## src/sv/clb_pkg.sv

```systemverilog
// Package for the circular LBP block: pixel and window types, sizes,
// register codes and the bilinear tap table. No dependencies.
`default_nettype none

package clb_pkg;

  localparam int PIX_W      = 8;
  localparam int WIN        = 3;
  localparam int LINES      = 2;
  localparam int NB         = 8;
  localparam int NTAP       = 4;
  localparam int WT_W       = 9;
  localparam int ACC_W      = PIX_W + WT_W;
  localparam int CFG_W      = 13;
  localparam int ROW_W      = 12;
  localparam int HGT_W      = 13;
  localparam int MIN_SIZE   = 3;
  localparam int MAX_HEIGHT = 4096;
  localparam logic [CFG_W-1:0] WIDTH_RST  = CFG_W'(640);
  localparam logic [CFG_W-1:0] HEIGHT_RST = CFG_W'(480);

  typedef enum logic [0:0] {
    REG_WIDTH  = 1'b0,
    REG_HEIGHT = 1'b1
  } cfg_reg_e;

  typedef logic [PIX_W-1:0] pix_t;
  typedef logic [NB-1:0]    code_t;

  typedef struct packed {
    logic signed [1:0] dy;
    logic signed [1:0] dx;
    logic [WT_W-1:0]   w;
  } tap_t;

  // Q1.8 weights, four taps per circle sample.
  localparam tap_t TAPS [NB][NTAP] = '{
    '{'{2'sd1, 2'sd0, 9'd256}, '{2'sd0, 2'sd0, 9'd0},
      '{2'sd0, 2'sd0, 9'd0},   '{2'sd0, 2'sd0, 9'd0}},
    '{'{2'sd0, -2'sd1, 9'd53}, '{2'sd0, 2'sd0, 9'd22},
      '{2'sd1, -2'sd1, 9'd128}, '{2'sd1, 2'sd0, 9'd53}},
    '{'{2'sd0, -2'sd1, 9'd256}, '{2'sd0, 2'sd0, 9'd0},
      '{2'sd0, 2'sd0, 9'd0},   '{2'sd0, 2'sd0, 9'd0}},
    '{'{-2'sd1, -2'sd1, 9'd128}, '{-2'sd1, 2'sd0, 9'd53},
      '{2'sd0, -2'sd1, 9'd53}, '{2'sd0, 2'sd0, 9'd22}},
    '{'{-2'sd1, 2'sd0, 9'd256}, '{2'sd0, 2'sd0, 9'd0},
      '{2'sd0, 2'sd0, 9'd0},   '{2'sd0, 2'sd0, 9'd0}},
    '{'{-2'sd1, 2'sd0, 9'd53}, '{-2'sd1, 2'sd1, 9'd128},
      '{2'sd0, 2'sd0, 9'd22},  '{2'sd0, 2'sd1, 9'd53}},
    '{'{2'sd0, 2'sd1, 9'd256}, '{2'sd0, 2'sd0, 9'd0},
      '{2'sd0, 2'sd0, 9'd0},   '{2'sd0, 2'sd0, 9'd0}},
    '{'{2'sd0, 2'sd0, 9'd22},  '{2'sd0, 2'sd1, 9'd53},
      '{2'sd1, 2'sd0, 9'd53},  '{2'sd1, 2'sd1, 9'd128}}
  };

  // One new window column: two stored rows and the incoming pixel.
  typedef struct packed {
    pix_t top;
    pix_t mid;
    pix_t bot;
  } col_t;

  // Item state after the line store read.
  typedef struct packed {
    logic emit;
    logic frame_end;
    logic par;
    pix_t pixel;
  } s1_t;

endpackage

`default_nettype wire

```

## src/sv/clb_code.sv

```systemverilog
// 3x3 window registers and the bilinear LBP code logic.
// Depends on clb_pkg for the tap table and the column type.
`default_nettype none

module clb_code
  import clb_pkg::*;
(
  input  wire logic  clk_i,
  input  wire logic  rst_ni,
  input  wire logic  shift_i,
  input  wire col_t  col_i,
  output code_t      code_o
);

  pix_t win_q [WIN][WIN];
  pix_t win_d [WIN][WIN];

  always_comb begin
    win_d = win_q;
    if (shift_i) begin
      for (int k = 0; k < WIN; k++) begin
        for (int x = 0; x + 1 < WIN; x++) begin
          win_d[k][x] = win_q[k][x+1];
        end
      end
      win_d[0][WIN-1] = col_i.top;
      win_d[1][WIN-1] = col_i.mid;
      win_d[2][WIN-1] = col_i.bot;
    end
  end

  always_ff @(posedge clk_i or negedge rst_ni) begin
    if (!rst_ni) begin
      for (int k = 0; k < WIN; k++) begin
        for (int x = 0; x < WIN; x++) begin
          win_q[k][x] <= '0;
        end
      end
    end else begin
      win_q <= win_d;
    end
  end

  // Exact Q8.8 sample sum against center * 256; ties set the bit.
  always_comb begin
    logic [ACC_W-1:0] acc;
    logic [ACC_W-1:0] ref_val;
    logic [1:0]       yy;
    logic [1:0]       xx;
    code_o  = '0;
    ref_val = {1'b0, win_q[1][1], 8'd0};
    for (int n = 0; n < NB; n++) begin
      acc = '0;
      for (int t = 0; t < NTAP; t++) begin
        yy  = 2'(1 + int'(TAPS[n][t].dy));
        xx  = 2'(1 + int'(TAPS[n][t].dx));
        acc = acc + ACC_W'(TAPS[n][t].w) * ACC_W'(win_q[yy][xx]);
      end
      code_o[n] = (acc >= ref_val);
    end
  end

endmodule

`default_nettype wire
```

## config.mk

```make
export PLATFORM = sky130hd
export DESIGN_NAME = clb_code
export DESIGN_NICKNAME = d
export VERILOG_FILES = /design/src/sv/clb_pkg.sv /design/src/sv/clb_code.sv
export SDC_FILE = /design/constraint.sdc
export NUM_CORES = 1
export LEC_CHECK = 0
export BUFFER_PORTS_ARGS = -buffer_cell sky130_fd_sc_hd__buf_4
export CORE_UTILIZATION = 48
export DETAILED_ROUTE_END_ITERATION = 10
export GPL_TIMING_DRIVEN = 0
export PLACE_DENSITY = 0.64
export REMOVE_ABC_BUFFERS = 1
export SYNTH_ARGS = -nofsm -noshare
export SYNTH_HDL_FRONTEND = slang
export SYNTH_SLANG_ARGS = --single-unit
```

## constraint.sdc

```tcl
create_clock -name clk_i -period 15.4 [get_ports clk_i]
set_input_delay 0 -clock clk_i [delete_from_list [all_inputs] [get_ports clk_i]]
set_output_delay 0 -clock clk_i [all_outputs]
set_load 0.1 [all_outputs]
```

# ---- Word-level counts from Yosys, hierarchy flattened
# Cells that the tools add are included.
dict set report word_totals {
  ramBits 0
  out_inout_bits 8
  latchBits 0
  n_memories 0
  romBits 0
  word_cells 34
  reg_bits 72
}
dict set report op_classes {
  div_mod_pow 0
  eq_ne 0
  n_bitwise 0
  reduce_logical 0
  n_mul 5
  muxes 0
  n_shift 0
  magnitude_cmp 8
  addsub 12
}
# op count
set op_table {}
lappend op_table {{$ge A17 B16 Y1} 4}
lappend op_table {{$ge A16 B16 Y1} 4}
lappend op_table {{$mul A6 B8 Y14 const A} 4}
lappend op_table {{$add A16 B14 Y17} 2}
lappend op_table {{$add A15 B14 Y16} 2}
lappend op_table {{$add A16 B13 Y17} 1}
lappend op_table {{$add A16 B15 Y17} 1}
lappend op_table {{$add A17 B13 Y17} 1}
lappend op_table {{$add A17 B14 Y17} 1}
lappend op_table {{$add A14 B15 Y16} 1}
lappend op_table {{$add A15 B15 Y16} 1}
lappend op_table {{$add A13 B14 Y15} 1}
lappend op_table {{$add A14 B13 Y15} 1}
lappend op_table {{$mul A4 B8 Y12 const A} 1}

# ---- Logic depth before layout (Yosys ltp)
dict set report depth {
  depth_word 5
  mapped_depth 28
  depth_no_buf 27
}

# ---- Least setup slack after synthesis
# OpenSTA, ideal clock, no wires.
dict set report synth_timing {
  path_kind {register to output}
  startpoint {register win_q[41] in the netlist's numbering}
  endpoint {output port code_o[3]}
  path_stages_with_launch 26
  n_path_buf 0
  path_slack_ns 8.098
  arrival_ns 7.302
  cell_sequence {dfrtp_1 > ha_1 > inv_1 > fa_1 > fa_1 > inv_1 > ha_1 > a21oi_1 > nor2b_1 > o31ai_1 > nand2b_1 > xnor2_1 > fa_1 > fa_1 > inv_1 > ha_1 > a21oi_1 > nand2_1 > o41a_1 > or4_1 > nand4_1 > ha_1 > nand4_1 > nor4_1 > o211ai_1 > o21ai_1}
}
dict set report synth_via {
  elab_chain_len 4
}
# item line
set synth_rtl {}
lappend synth_rtl {{start: declaration} clb_code.sv:15} ;# pix_t win_q [WIN][WIN];
lappend synth_rtl {{start signal: assignment} clb_code.sv:40} ;# win_q <= win_d;
lappend synth_rtl {{$mul A6 B8 Y14} clb_code.sv:57} ;# acc = acc + ACC_W'(TAPS[n][t].w) * ACC_W'(win_q[yy][xx]);
lappend synth_rtl {{$add A16 B14 Y17} clb_code.sv:57}
lappend synth_rtl {{$add A17 B13 Y17} clb_code.sv:57}
lappend synth_rtl {{$ge A17 B16 Y1} clb_code.sv:59} ;# code_o[n] = (acc >= ref_val);
lappend synth_rtl {{end: declaration} clb_code.sv:12} ;# output code_t code_o
# Every way passes these cells.

# ---- Final worst setup path
dict set report layout_timing {
  startpoint {register win_q[26] in the netlist's numbering}
  endpoint {output port code_o[5]}
}
dict set report layout_via {
  elab_chain_len 3
}
# item line
set layout_rtl {}
lappend layout_rtl {{$mul A6 B8 Y14} clb_code.sv:57}
lappend layout_rtl {{$add A17 B14 Y17} clb_code.sv:57}
lappend layout_rtl {{$ge A17 B16 Y1} clb_code.sv:59}
# Every way passes these cells.

==> impl_metrics.json <==
{
  "status": "complete, no violations",
  "stdcell_count": 1886,
  "postLayoutCellArea_um2": 14700,
  "synth_enable_flop_cells": 0,
  "wl_per_cell_um": 17.6,
  "hold_buffer_count_at_cts": 25,
  "worst-r2r-setup-slack_ns": 13.89,
  "final.min_clock_period_ns": 8.14,
  "num_vias": 10400,
  "via_count_of_the_first_global_routing_pass": 10400,
  "cts_setup_buffers": 0,
  "die_w_um": 170,
  "layout_worst_path_cycle_share": 0.528,
  "worst_ep_arrival_time_ns": 8.14,
  "fmax_mhz": 123,
  "yosysWarnings": 0,
  "die_height_um": 170,
  "core_area_um2": 27300,
  "cts-htree-levels": 3,
  "setup_viol": 0,
  "cts_buffers": 9,
  "syn2layout_area_growth_pct": 8.78,
  "num_antenna_cells": 0,
  "starting_density_of_the_core": 0.495,
  "async_flop_share": 1.00,
  "top_level_port_count": 35,
  "final.setup.tns_ns": 0,
  "placedCellCount": 1845,
  "core.rowCount": 60,
  "critical_path_required_ns": 15.40,
  "syn_area_per_cell_um2": 9.23,
  "clock_tree.root_cell": "sky130_fd_sc_hd__clkbuf_16",
  "post_cts_resized": 0,
  "firstDrtPassIters": 7,
  "clk_path_buf_depth": 2,
  "cap_violations": 0,
  "registers.top_by_ff_count": "win_q",
  "clock_tree_from_tritoncts": "built",
  "io_buffers": 34,
  "avgViaCountPerCell": 5.53,
  "postRouteWirelength_um": 33200,
  "count_of_state_elements_after_synthesis": 72,
  "netlist-cell-type-count": 64,
  "max_slew.worst_pin.slew_ns": 1.33,
  "placement.cell_area_um2": 14100,
  "cp_max_fo": 7,
  "initial_antenna_violation_count": 0,
  "syn-cell-area_um2": 13500,
  "grt_first_pass_wirelength_um": 53800,
  "worstSetupPathType": "register to primary output",
  "worst_slew_margin_rel": 0.110,
  "cts.reportedPaths.clkPinSlew_ns": 0.07,
  "grt_start_max_net_pins": 112,
  "skew_pair_late_insertion_delay_ns": 0.36,
  "ys_dominant_reg_cell": "sky130_fd_sc_hd__dfrtp_1",
  "area_enclosed_by_the_die_boundary_um2": 28800,
  "critical_path.endpoint_type": "primary output",
  "largest_reg_flops": 72,
  "drt_iter0_markers": 473,
  "layout.cells.most_common_list": "sky130_fd_sc_hd__ha_1, sky130_fd_sc_hd__inv_1, sky130_fd_sc_hd__fa_1",
  "layout_cell_share_with_drive_strength_beyond_1": 0.0614,
  "place_congestion": 0.916,
  "holdCritPathClass": "primary input to register",
  "total_grt_usage": 0.244,
  "most_common_cell_after_layout_fill_and_taps_aside": "sky130_fd_sc_hd__ha_1",
  "report.final.hold_viol_count": 0,
  "finalMaxSlewViolations": 0,
  "grt-ovfl-total": 0,
  "final_net_count": 1959,
  "worstSetupStartpointType": "register",
  "largest_registers": "win_q: 72 flops",
  "syn-instance-count": 1461,
  "synth-seq-area-share": 0.134,
  "clock-skew-final_ns": 0.00591,
  "cts_sinks": 72,
  "detail_route.drc_violations": 0,
  "antenna_left": 0,
  "rsz0062_at_grt": "false",
  "detailedPlacementHpwl_um": 26100
}
==> synth_stat cells, drive strengths merged, types with 9 or more instances <==
master	n	area, um2
xnor2	35	307
nand2	63	236
nor3	23	115
and3	15	93.8
o21ai	75	375
dfrtp	72	1800
a31oi	10	62.6
nand4	13	81.3
nand2b	17	106
o211ai	10	75.1
nand3	28	140
nor2b	18	113
inv	265	995
nor2	59	221
fa	121	2420
clkbuf	17	63.8
a211oi	16	130
a21oi	67	335
ha	302	3780
mux2	33	372
o21a	9	67.6
a21o	31	233
xor2	43	377
==> cell families (layout without fill, tap and decap cells) <==
group | Yosys count | count (layout) | share of synthesized area
buffers and inverters | 287 | 340 | 0.0807
DFF | 72 | 72 | 0.134
AOI/OAI and AO/OA | 286 | 286 | 0.140
xor gates and xnor gates | 78 | 78 | 0.0507
and+or+nand+nor | 279 | 279 | 0.105
muxes | 36 | 36 | 0.0298
adders and majority gates | 423 | 423 | 0.460
==> final timing paths <==
| check | from | cells after the start | endpoint |
|---|---|---|---|
| setup / recovery | win_q[26]$_DFFE_PN0P_ | 27 | code_o[5] |
| hold / removal | shift_i | 3 | win_q[31]$_DFFE_PN0P_ |
| setup reg to reg | win_q[38]$_DFFE_PN0P_ | 2 | win_q[38]$_DFFE_PN0P_ |
| hold reg to reg | win_q[48]$_DFFE_PN0P_ | 2 | win_q[56]$_DFFE_PN0P_ |
| max in group asynchronous | rst_ni | 2 | win_q[64]$_DFFE_PN0P_ |
| min in group asynchronous | rst_ni | 2 | win_q[29]$_DFFE_PN0P_ |
==> metal layers <==
layer / vias up / part of all wire / track usage
li1: 5162 / - / -
met1: 5035 / 0.47 / 0.331
met2: 195 / 0.46 / 0.404
met3: 45 / 0.031 / 0.0224
met4: 0 / 0.031 / 0.0885
met5: - / 0 / 0
==> per-stage QoR <==
step           setup slack, ns  hold WS (ns)  utilization
2_1_floorplan             8.10        -0.296            -
3_3_place_gp              7.69         0.207        0.518
3_5_place_dp              7.65         0.213        0.518
4_1_cts                   7.26         0.371        0.538
5_1_grt                   6.68         0.411        0.538
6_report                  7.26         0.358        0.538
==> worst max-delay path, cell delays in order, from the launching register on <==
cell and delay (ns):
sky130_fd_sc_hd__dfrtp_1 0.49, sky130_fd_sc_hd__ha_1 0.36, sky130_fd_sc_hd__fa_1 0.54, sky130_fd_sc_hd__inv_1 0.05, sky130_fd_sc_hd__fa_1 0.52, sky130_fd_sc_hd__inv_1 0.04, sky130_fd_sc_hd__ha_1 0.34, sky130_fd_sc_hd__a21o_1 0.17
sky130_fd_sc_hd__nand2_1 0.07, sky130_fd_sc_hd__nand3_1 0.10, sky130_fd_sc_hd__and2_1 0.18, sky130_fd_sc_hd__a311oi_1 1.10, sky130_fd_sc_hd__fa_1 0.59, sky130_fd_sc_hd__inv_1 0.07, sky130_fd_sc_hd__ha_1 0.22, sky130_fd_sc_hd__ha_1 0.38
sky130_fd_sc_hd__and3_1 0.24, sky130_fd_sc_hd__a221o_1 0.30, sky130_fd_sc_hd__a21oi_1 0.18, sky130_fd_sc_hd__o21ai_0 0.13, sky130_fd_sc_hd__xor2_1 0.18, sky130_fd_sc_hd__ha_1 0.30, sky130_fd_sc_hd__nand4_1 0.13, sky130_fd_sc_hd__nor3_1 0.18
sky130_fd_sc_hd__o211ai_1 0.12, sky130_fd_sc_hd__a2111oi_0 0.30, sky130_fd_sc_hd__or4_1 0.19, sky130_fd_sc_hd__buf_4 0.29
==> cell type report <==
class                           instances  area [um2]
Tap cell                              372         465
Clock buffer                           10         239
Inverter                              265         995
Clock inverter                          6        66.3
Multi-Input combinational cell       1102       10600
Timing Repair Buffer                   59         505
Fill cell                            2501       12600
Sequential cell                        72        1800
Power is not shown: default switching activity piles up to over one toggle a cycle in this logic, so the estimate is an artifact.
